--- config.mk ---
export PLATFORM = sky130hd
export DESIGN_NAME = huffman_bitstream_decoder_flat
export DESIGN_NICKNAME = d
export VERILOG_FILES = /design/src/hw/rtl/hbd_pkg.sv /design/src/hw/rtl/hbd_if.sv /design/src/hw/rtl/hbd_ram.sv /design/src/hw/rtl/hbd_walk.sv /design/src/hw/rtl/huffman_bitstream_decoder.sv /design/src/flat_wrapper.sv
export VERILOG_INCLUDE_DIRS = /design/src /design/src/hw/rtl
export SDC_FILE = /design/constraint.sdc
export NUM_CORES = 2
export LEC_CHECK = 0
export BUFFER_PORTS_ARGS = -buffer_cell sky130_fd_sc_hd__buf_2
export CORE_ASPECT_RATIO = 0.7
export CORE_MARGIN = 5
export CORE_UTILIZATION = 60
export DETAILED_ROUTE_END_ITERATION = 8
export GPL_TIMING_DRIVEN = 0
export PLACE_DENSITY_LB_ADDON = 0.15
export SLEW_MARGIN = 15
export SYNTH_ARGS = -nofsm -noshare
export SYNTH_HDL_FRONTEND = slang
export SYNTH_HIERARCHICAL = 1
export SYNTH_SLANG_ARGS = --single-unit
--- constraint.sdc ---
create_clock -name clk -period 6.45 [get_ports clk]
set_input_delay 0.9675 -clock clk [delete_from_list [all_inputs] [get_ports clk]]
set_output_delay 0.9675 -clock clk [all_outputs]
set_load 0.005 [all_outputs]
--- src/hw/rtl/assert_macros.svh ---
// Assertion macros used by the decoder's tree walker (hbd_walk).
// Expects signals named clk and arst_n in the including module.
`ifndef ASSERT_MACROS_SVH
`define ASSERT_MACROS_SVH

// Property checked every clock, masked during reset.
`define HBD_ASSERT(label, prop, msg) \
	label: assert property (@(posedge clk) disable iff (!arst_n) (prop)) else $error(msg);

// Antecedent implies consequent on the next clock.
`define HBD_ASSERT_NEXT(label, ante, cons, msg) \
	label: assert property (@(posedge clk) disable iff (!arst_n) (ante) |=> (cons)) else $error(msg);

`endif

--- src/hw/rtl/hbd_pkg.sv ---
// Shared types and constants for the Huffman bitstream decoder.
// No dependencies.
package hbd_pkg;

	localparam int SYMBOLS      = 128;
	localparam int TABLE_DEPTH  = 127;
	localparam int NODE_W       = 7;
	localparam int CODE_W       = 8;
	localparam int ENTRY_W      = 2 * CODE_W;
	localparam int BITS_W       = 32;
	localparam int CNT_W        = 4;
	localparam int BYTE_BITS    = 8;

	localparam logic [CODE_W-1:0] LEAF_MAX  = CODE_W'(SYMBOLS);
	localparam logic [CODE_W:0]   ROOT_CODE = (CODE_W + 1)'(2 * SYMBOLS - 1);
	localparam logic [NODE_W-1:0] ROOT_NODE = '0;

	typedef enum logic [1:0] {
		ACT_LOAD  = 2'd0,
		ACT_START = 2'd1,
		ACT_DATA  = 2'd2,
		ACT_NONE  = 2'd3
	} action_t;

	typedef enum logic [1:0] {
		ST_IDLE,
		ST_WALK,
		ST_FLUSH
	} walk_state_t;

	typedef struct packed {
		logic                en;
		logic [NODE_W-1:0]   addr;
		logic [ENTRY_W-1:0]  data;
	} ram_wr_t;

	typedef struct packed {
		logic               valid;
		logic [NODE_W-1:0]  symbol;
		logic               last;
	} emit_t;

endpackage

--- src/hw/rtl/hbd_if.sv ---
// Channel interfaces of the Huffman bitstream decoder: items, symbols, config.
// Depends on hbd_pkg.
interface hbd_in_if;
	logic                           valid;
	logic                           ready;
	logic [1:0]                     action;
	logic [hbd_pkg::NODE_W-1:0]     node_index;
	logic [hbd_pkg::CODE_W-1:0]     left_child;
	logic [hbd_pkg::CODE_W-1:0]     right_child;
	logic [hbd_pkg::BYTE_BITS-1:0]  data_byte;

	modport source (output valid, action, node_index, left_child, right_child, data_byte,
		input ready);
	modport sink (input valid, action, node_index, left_child, right_child, data_byte,
		output ready);
endinterface

interface hbd_out_if;
	logic                        valid;
	logic                        ready;
	logic [hbd_pkg::NODE_W-1:0]  symbol;
	logic                        last;

	modport source (output valid, symbol, last, input ready);
	modport sink (input valid, symbol, last, output ready);
endinterface

interface hbd_cfg_if;
	logic                        valid;
	logic                        ready;
	logic [hbd_pkg::BITS_W-1:0]  total_bits;

	modport source (output valid, total_bits, input ready);
	modport sink (input valid, total_bits, output ready);
endinterface

--- src/hw/rtl/hbd_ram.sv ---
// Generic single-clock RAM: one write port, one read port, registered read.
// No dependencies.
module hbd_ram #(
	parameter int WIDTH = 16,
	parameter int DEPTH = 127
) (
	input  logic                     clk,
	input  logic                     we,
	input  logic [$clog2(DEPTH)-1:0] waddr,
	input  logic [WIDTH-1:0]         wdata,
	input  logic [$clog2(DEPTH)-1:0] raddr,
	output logic [WIDTH-1:0]         rdata
);

	logic [WIDTH-1:0] mem [DEPTH];

	always_ff @(posedge clk) begin
		if (we) begin
			mem[waddr] <= wdata;
		end
		rdata <= mem[raddr];
	end

endmodule

--- src/hw/rtl/hbd_walk.sv ---
// Tree walker: takes input beats, writes the node table, walks data bytes bit by bit.
// Depends on hbd_pkg, hbd_if, assert_macros.svh.
`include "assert_macros.svh"

module hbd_walk (
	input  logic                        clk,
	input  logic                        arst_n,
	hbd_in_if.sink                      items,
	input  logic [hbd_pkg::BITS_W-1:0]  total_bits,
	output hbd_pkg::ram_wr_t            ram_wr,
	output logic [hbd_pkg::NODE_W-1:0]  rd_addr,
	input  logic [hbd_pkg::ENTRY_W-1:0] rd_data,
	output hbd_pkg::emit_t              push,
	input  logic                        push_ok
);

	hbd_pkg::walk_state_t state_q, state_nx;

	logic [hbd_pkg::NODE_W-1:0]    walk_node_q;
	logic [hbd_pkg::BITS_W-1:0]    bits_left_q;
	logic [hbd_pkg::CNT_W-1:0]     cnt_q;
	logic [hbd_pkg::BYTE_BITS-1:0] byte_q;
	logic                          pend_valid_q;
	logic [hbd_pkg::NODE_W-1:0]    pend_sym_q;

	logic                          accept;
	hbd_pkg::action_t              act;
	logic [hbd_pkg::CNT_W-1:0]     use_bits;
	logic [hbd_pkg::CODE_W-1:0]    code;
	logic                          is_leaf;
	logic [hbd_pkg::CODE_W:0]      target;
	logic                          ptr_ok;
	logic [hbd_pkg::NODE_W-1:0]    next_node;
	logic                          step;

	assign accept = items.valid && items.ready;
	assign act    = hbd_pkg::action_t'(items.action);

	assign use_bits = (bits_left_q < hbd_pkg::BITS_W'(hbd_pkg::BYTE_BITS))
		? bits_left_q[hbd_pkg::CNT_W-1:0] : hbd_pkg::CNT_W'(hbd_pkg::BYTE_BITS);

	// current bit selects the child out of the entry read last cycle
	assign code    = byte_q[hbd_pkg::BYTE_BITS-1]
		? rd_data[hbd_pkg::CODE_W-1:0] : rd_data[hbd_pkg::ENTRY_W-1:hbd_pkg::CODE_W];
	assign is_leaf = code <= hbd_pkg::LEAF_MAX;
	assign target  = hbd_pkg::ROOT_CODE - {1'b0, code};
	assign ptr_ok  = !target[hbd_pkg::CODE_W]
		&& (target[hbd_pkg::CODE_W-1:0] < hbd_pkg::CODE_W'(hbd_pkg::TABLE_DEPTH));
	assign next_node = (is_leaf || !ptr_ok) ? hbd_pkg::ROOT_NODE
		: target[hbd_pkg::NODE_W-1:0];

	// a second leaf needs the held one out first
	assign step = (state_q == hbd_pkg::ST_WALK) && !(is_leaf && pend_valid_q && !push_ok);

	always_comb begin
		state_nx = state_q;
		case (state_q)
			hbd_pkg::ST_IDLE: begin
				if (accept && act == hbd_pkg::ACT_DATA && use_bits != '0) begin
					state_nx = hbd_pkg::ST_WALK;
				end
			end
			hbd_pkg::ST_WALK: begin
				if (step && cnt_q == hbd_pkg::CNT_W'(1)) begin
					state_nx = hbd_pkg::ST_FLUSH;
				end
			end
			hbd_pkg::ST_FLUSH: begin
				if (!pend_valid_q || push_ok) begin
					state_nx = hbd_pkg::ST_IDLE;
				end
			end
			default: state_nx = hbd_pkg::ST_IDLE;
		endcase
	end

	always_comb begin
		items.ready = 1'b0;
		push        = '0;
		rd_addr     = walk_node_q;
		ram_wr.en   = 1'b0;
		ram_wr.addr = items.node_index;
		ram_wr.data = {items.left_child, items.right_child};
		case (state_q)
			hbd_pkg::ST_IDLE: begin
				items.ready = 1'b1;
				ram_wr.en   = accept && act == hbd_pkg::ACT_LOAD
					&& items.node_index < hbd_pkg::NODE_W'(hbd_pkg::TABLE_DEPTH);
			end
			hbd_pkg::ST_WALK: begin
				push.valid  = step && is_leaf && pend_valid_q;
				push.symbol = pend_sym_q;
				push.last   = 1'b0;
				if (step) begin
					rd_addr = next_node;
				end
			end
			hbd_pkg::ST_FLUSH: begin
				push.valid  = pend_valid_q && push_ok;
				push.symbol = pend_sym_q;
				push.last   = 1'b1;
			end
			default: ;
		endcase
	end

	always_ff @(posedge clk or negedge arst_n) begin
		if (!arst_n) begin
			state_q      <= hbd_pkg::ST_IDLE;
			walk_node_q  <= hbd_pkg::ROOT_NODE;
			bits_left_q  <= '0;
			cnt_q        <= '0;
			pend_valid_q <= 1'b0;
		end else begin
			state_q <= state_nx;
			if (state_q == hbd_pkg::ST_IDLE && accept) begin
				if (act == hbd_pkg::ACT_START) begin
					walk_node_q <= hbd_pkg::ROOT_NODE;
					bits_left_q <= total_bits;
				end else if (act == hbd_pkg::ACT_DATA) begin
					bits_left_q <= bits_left_q - {{(hbd_pkg::BITS_W-hbd_pkg::CNT_W){1'b0}},
						use_bits};
					cnt_q       <= use_bits;
				end
			end
			if (step) begin
				walk_node_q <= next_node;
				cnt_q       <= cnt_q - hbd_pkg::CNT_W'(1);
				if (is_leaf) begin
					pend_valid_q <= 1'b1;
				end
			end
			if (state_q == hbd_pkg::ST_FLUSH && push_ok) begin
				pend_valid_q <= 1'b0;
			end
		end
	end

	always_ff @(posedge clk) begin
		if (state_q == hbd_pkg::ST_IDLE && accept && act == hbd_pkg::ACT_DATA) begin
			byte_q <= items.data_byte;
		end else if (step) begin
			byte_q <= {byte_q[hbd_pkg::BYTE_BITS-2:0], 1'b0};
		end
		if (step && is_leaf) begin
			pend_sym_q <= code[hbd_pkg::NODE_W-1:0] - hbd_pkg::NODE_W'(1);
		end
	end

	`HBD_ASSERT(a_node_range, walk_node_q < hbd_pkg::NODE_W'(hbd_pkg::TABLE_DEPTH), "walk node out of table")
	`HBD_ASSERT(a_walk_cnt, state_q != hbd_pkg::ST_WALK || cnt_q != '0, "walking with no bits")
	`HBD_ASSERT(a_idle_empty, state_q != hbd_pkg::ST_IDLE || !pend_valid_q, "symbol held while idle")
	`HBD_ASSERT(a_push_busy, !push.valid || state_q != hbd_pkg::ST_IDLE, "emit while idle")
	`HBD_ASSERT_NEXT(a_flush_done, state_q == hbd_pkg::ST_FLUSH && !pend_valid_q, state_q == hbd_pkg::ST_IDLE, "flush did not finish")

endmodule

--- src/hw/rtl/huffman_bitstream_decoder.sv ---
// Huffman bitstream decoder. Load and start beats, and bytes with no bits left, are taken without leaving idle.
// A byte using n bits is walked with one node-table read per bit, then a flush state sends its last symbol:
// ready stays low through the walk and the flush, so the next beat is taken only back in idle,
// and a stall on symbol output can hold both the walk and the flush.
// Reset clears walk position, bit budget, total_bits and output valid; the node table is
// undefined until loaded and gets no clearing pass.
module huffman_bitstream_decoder (
	input  logic       clk,
	input  logic       arst_n,
	hbd_in_if.sink     items,
	hbd_out_if.source  symbols,
	hbd_cfg_if.sink    cfg
);

	logic [hbd_pkg::BITS_W-1:0]  total_bits_q;
	hbd_pkg::ram_wr_t            ram_wr;
	logic [hbd_pkg::NODE_W-1:0]  rd_addr;
	logic [hbd_pkg::ENTRY_W-1:0] rd_data;
	hbd_pkg::emit_t              push;
	logic                        push_ok;
	logic                        out_valid_q;
	logic [hbd_pkg::NODE_W-1:0]  out_sym_q;
	logic                        out_last_q;

	assign cfg.ready = 1'b1;

	always_ff @(posedge clk or negedge arst_n) begin
		if (!arst_n) begin
			total_bits_q <= '0;
		end else if (cfg.valid) begin
			total_bits_q <= cfg.total_bits;
		end
	end

	hbd_ram #(
		.WIDTH (hbd_pkg::ENTRY_W),
		.DEPTH (hbd_pkg::TABLE_DEPTH)
	) u_table (
		.clk   (clk),
		.we    (ram_wr.en),
		.waddr (ram_wr.addr),
		.wdata (ram_wr.data),
		.raddr (rd_addr),
		.rdata (rd_data)
	);

	hbd_walk u_walk (
		.clk        (clk),
		.arst_n     (arst_n),
		.items      (items),
		.total_bits (total_bits_q),
		.ram_wr     (ram_wr),
		.rd_addr    (rd_addr),
		.rd_data    (rd_data),
		.push       (push),
		.push_ok    (push_ok)
	);

	assign push_ok = !out_valid_q || symbols.ready;

	always_ff @(posedge clk or negedge arst_n) begin
		if (!arst_n) begin
			out_valid_q <= 1'b0;
		end else if (push.valid) begin
			out_valid_q <= 1'b1;
		end else if (symbols.ready) begin
			out_valid_q <= 1'b0;
		end
	end

	always_ff @(posedge clk) begin
		if (push.valid) begin
			out_sym_q  <= push.symbol;
			out_last_q <= push.last;
		end
	end

	assign symbols.valid  = out_valid_q;
	assign symbols.symbol = out_sym_q;
	assign symbols.last   = out_last_q;

endmodule

--- src/flat_wrapper.sv ---
// flat-port wrapper written by rule: the top's interface ports become plain ports
module huffman_bitstream_decoder_flat 
  (clk, arst_n, items_valid, items_action, items_node_index, items_left_child, items_right_child, items_data_byte, items_ready, symbols_valid, symbols_symbol, symbols_last, symbols_ready, cfg_valid, cfg_total_bits, cfg_ready);
  hbd_in_if items_i ();
  hbd_out_if symbols_i ();
  hbd_cfg_if cfg_i ();
  input  logic clk;
  input  logic arst_n;
  input wire logic [$bits(items_i.valid)-1:0] items_valid;
  input wire logic [$bits(items_i.action)-1:0] items_action;
  input wire logic [$bits(items_i.node_index)-1:0] items_node_index;
  input wire logic [$bits(items_i.left_child)-1:0] items_left_child;
  input wire logic [$bits(items_i.right_child)-1:0] items_right_child;
  input wire logic [$bits(items_i.data_byte)-1:0] items_data_byte;
  output wire logic [$bits(items_i.ready)-1:0] items_ready;
  output wire logic [$bits(symbols_i.valid)-1:0] symbols_valid;
  output wire logic [$bits(symbols_i.symbol)-1:0] symbols_symbol;
  output wire logic [$bits(symbols_i.last)-1:0] symbols_last;
  input wire logic [$bits(symbols_i.ready)-1:0] symbols_ready;
  input wire logic [$bits(cfg_i.valid)-1:0] cfg_valid;
  input wire logic [$bits(cfg_i.total_bits)-1:0] cfg_total_bits;
  output wire logic [$bits(cfg_i.ready)-1:0] cfg_ready;
  assign items_i.valid = items_valid;
  assign items_i.action = items_action;
  assign items_i.node_index = items_node_index;
  assign items_i.left_child = items_left_child;
  assign items_i.right_child = items_right_child;
  assign items_i.data_byte = items_data_byte;
  assign items_ready = items_i.ready;
  assign symbols_valid = symbols_i.valid;
  assign symbols_symbol = symbols_i.symbol;
  assign symbols_last = symbols_i.last;
  assign symbols_i.ready = symbols_ready;
  assign cfg_i.valid = cfg_valid;
  assign cfg_i.total_bits = cfg_total_bits;
  assign cfg_ready = cfg_i.ready;
  huffman_bitstream_decoder u_core (.clk(clk), .arst_n(arst_n), .items(items_i), .symbols(symbols_i), .cfg(cfg_i));
endmodule
==> metrics <==
status=complete, but fails checks; failing checks=setup timing; Worst Path Required=7.11 ns; Layout Cells excl Fill=about 6.4k; setup TNS=-0.1743 ns; Pre-antenna DRT Iters=6; Slew HR=0.07266; total design power=42.21 mW; Leak Pwr=29.78 nW; register bit total from synthesis=2,150; Die Width=between 400 and 500 um; Initial Utilization=0.6016; pin count of the biggest net entering global routing=approximately 130; post-CTS setup buffers=0; reg2reg setup slack=-0.06 ns; ys async rst share=0.03674; share of the synthesized area in the top cell type=0.7327; CTS Buf Count=between 150 and 200; wire length per cell=about 36 um; Arr. time, crit path=7.17 ns; finished layout cell area=between 90,000 and 100,000 um^2; PnR worst setup slack=-0.05906 ns; largest area contributor in the netlist=edfxtp_1; Post-synth EDFFs=roughly 2k; cell with the largest stage delay on the worst path=clkbuf_1; I/O pins=81; reg-to-reg endpoint=u_core/u_table/rdata[13]$_DFF_P_; Hold Path Class=in -> async; final setup vio count=6; synthesized area=around 84,000 um^2; kind of critical path=reg -> reg; CP endpoint kind=register; Max VDD drop=slightly below 0.3 mV; Root Buffer=clkbuf_16; post-synth cell types=between 70 and 80; final RePlAce weighted congestion=a little under 1; initial antenna violation count=9; fin nets=4,430; Die Y=about 320 um; Synth Flop Type=edfxtp_1; via count=roughly 44k; Site Rows=115; number of fill cells in the layout=about 8.6k; CTS Hold Bufs=0; share of layout cells above drive strength 1=0.3018; first-pass GRT wire length=approximately 320,000 um; Mapped Cells=3,958; Worst-path clk slew=approximately 0.07 ns; Area Overhead vs Synth=13.32%; H-tree depth=4; die area=148,100 um^2; CTS max path bufs=3; top cells by area, synth=edfxtp_1 (73%), mux4_2 (14%), dfrtp_1 (2.3%); dpl hpwl=about 150,000 um; Synth Net Count=just over 4k; Worst Reg-to-Reg Cells=13; CTS tree=yes; Port Buffer Count=62; most common cell after layout, fill and taps aside=edfxtp_1; vias in the first global route=roughly 42k; reg-to-reg critical path startpoint=u_core/u_walk/byte_q[7]$_DFFE_PP_; Tcrit/Tclk final=1.009; syn avg cell area=around 21 um^2; Min Clock Period, post-route=between 6 and 7 ns; routed vias/inst=between 6 and 7; final wirelength=228,300 um; Placed Instances=between 6k and 7k; CTS Sinks=about 2.2k; synthesis warning total=6; Global Route Usage Sum=0.3117; hold_ws=around 0.12 ns; fmax=between 150 and 200 MHz; CP Max Fanout=10; Core Region=roughly 140,000 um^2; max-slew violations=0; CP max stage delay=1.03 ns; Worst Max-Slew Pin Slew=~1.4 ns; GRT overflow=0; max cap viols=0; most frequent cells in the layout=edfxtp_1 (2,055), mux4_2 (521), clkbuf_16 (191); Setup WS pre-CTS=-0.9607 ns; DRC viols=0; area of the multi-input gates=approximately 19,000 um^2; Final Core Density=0.6817; Fin Clk Skew=0.04180 ns; initial DRC count=~6.6k; critical-path cell list=buf_2, nor3b_1, o22ai_1, o311ai_4, clkbuf_2, a22o_1, clkbuf_1, clkbuf_1, clkbuf_1, clkbuf_1, a21oi_1, o22ai_1, a211oi_2; Seq. cell area=between 60,000 and 70,000 um^2; final hold viol count=0; most used cell, CP=clkbuf_1; Startpoint Class=register; pwr dens=442.3 nW/um^2; Post-DP Area=between 80,000 and 90,000 um^2; ANT nets after route=0; clk_lat worst skew=0.85 ns; sequential area share after synthesis=0.7599
==> metal layers <==
metal,routed length (um),up-vias,GRT usage,share of wire
li1,-,17360,-,-
met1,90700,23370,0.4867,0.40
met2,97090,3140,0.4277,0.43
met3,32620,389,0.09511,0.14
met4,7329,12,0.1008,0.032
met5,533,-,0,0.0023
==> power breakdown <==
group          switching, mW  leakage [nW]  internal (mW)
sequential             0.216          19.5           15.6
clock                   5.11          2.98           6.10
combinational           9.43          7.26           5.76
==> worst max-delay path, delay by kind of cell, from the launching register on <==
family / cells / cell delay [ns]
flip-flops: 1 / 0.51
AND/OR/NAND/NOR: 1 / 0.29
buffers and inverters: 6 / 3.61
AO/OA/AOI/OAI: 6 / 1.85
==> state kept, by name (all words and copies together) (netlist names) <==
register	cells
u_core/u_walk/walk_node_q	7
u_core/u_walk/bits_left_q	32
u_core/u_walk/byte_q	8
u_core/u_walk/cnt_q	4
u_core/total_bits_q	32
u_core/u_walk/pend_sym_q	7
u_core/u_table/rdata	16
u_core/u_walk/state_q	2
u_core/u_walk/pend_valid_q	1
u_core/symbols.last	1
u_core/symbols.valid	1
u_core/symbols.symbol	7
u_core/u_table/mem	2032
==> Yosys cell counts, types with 9 or more instances <==
cell type and number:
a22oi_1 66, nand3_1 28, nor3_1 42, dfrtp_1 79
buf_4 63, dfxtp_1 16, inv_1 20, a221oi_1 9
edfxtp_1 2055, clkbuf_1 93, a21oi_1 57, a211oi_1 64
a22o_1 17, nor2b_1 44, nand2b_1 14, o21ai_0 38
buf_6 19, buf_2 51, nand2_1 68, mux2_2 21
ha_1 12, nor4_1 14, o22ai_1 38, mux2_4 30
and2_1 10, mux4_2 521, buf_1 22, nor2_1 174
o211ai_1 18, a31oi_1 11, mux2i_1 137
==> area by class of cell <==
| cell class | count | share of cell area |
|---|---|---|
| multi-input cells | 1537 | 0.2011 |
| diodes | 8 | 0.0002098 |
| clock buffers | 234 | 0.05219 |
| well taps | 1872 | 0.02454 |
| plain buffers | 250 | 0.01601 |
| inverters | 20 | 0.0007866 |
| repair buffers | 198 | 0.02275 |
| flip-flops and latches | 2150 | 0.6706 |
| clock inverters | 120 | 0.01176 |
==> cell families (layout without fill, tap and decap cells) <==
logic type | Yosys count | after routing | share of synthesized area
simple gates | 428 | 428 | 0.02407
mux | 709 | 709 | 0.1638
other cells | 2 | 10 | 0.00008917
flops | 2150 | 2150 | 0.7599
xor+xnor | 8 | 8 | 0.0008318
fa+ha+maj | 12 | 12 | 0.001783
buf+inv | 271 | 822 | 0.01792
compound gates | 378 | 378 | 0.03161
==> worst max path at each step <==
stage / cells after the start / slack, ns / end / start
floorplan: 12 / 2.33 / u_core/u_table/rdata[14]$_DFF_P_ / symbols_ready
finish: 13 / -0.06 / u_core/u_table/rdata[13]$_DFF_P_ / u_core/u_walk/byte_q[7]$_DFFE_PP_
global route: 15 / -0.008 / u_core/u_table/rdata[5]$_DFF_P_ / u_core/u_walk/byte_q[7]$_DFFE_PP_
CTS: 15 / 0.007 / u_core/u_table/rdata[4]$_DFF_P_ / u_core/u_walk/byte_q[7]$_DFFE_PP_
detailed placement: 14 / -0.96 / u_core/u_table/rdata[4]$_DFF_P_ / symbols_ready
global placement: 14 / -0.99 / u_core/u_table/rdata[4]$_DFF_P_ / symbols_ready
==> timing repair <==
action	in CTS	in global routing
setup endpoints to repair	13	13
pin swaps	0	0
gates resized for setup	12	31
Power figures use the tool's default switching activity.
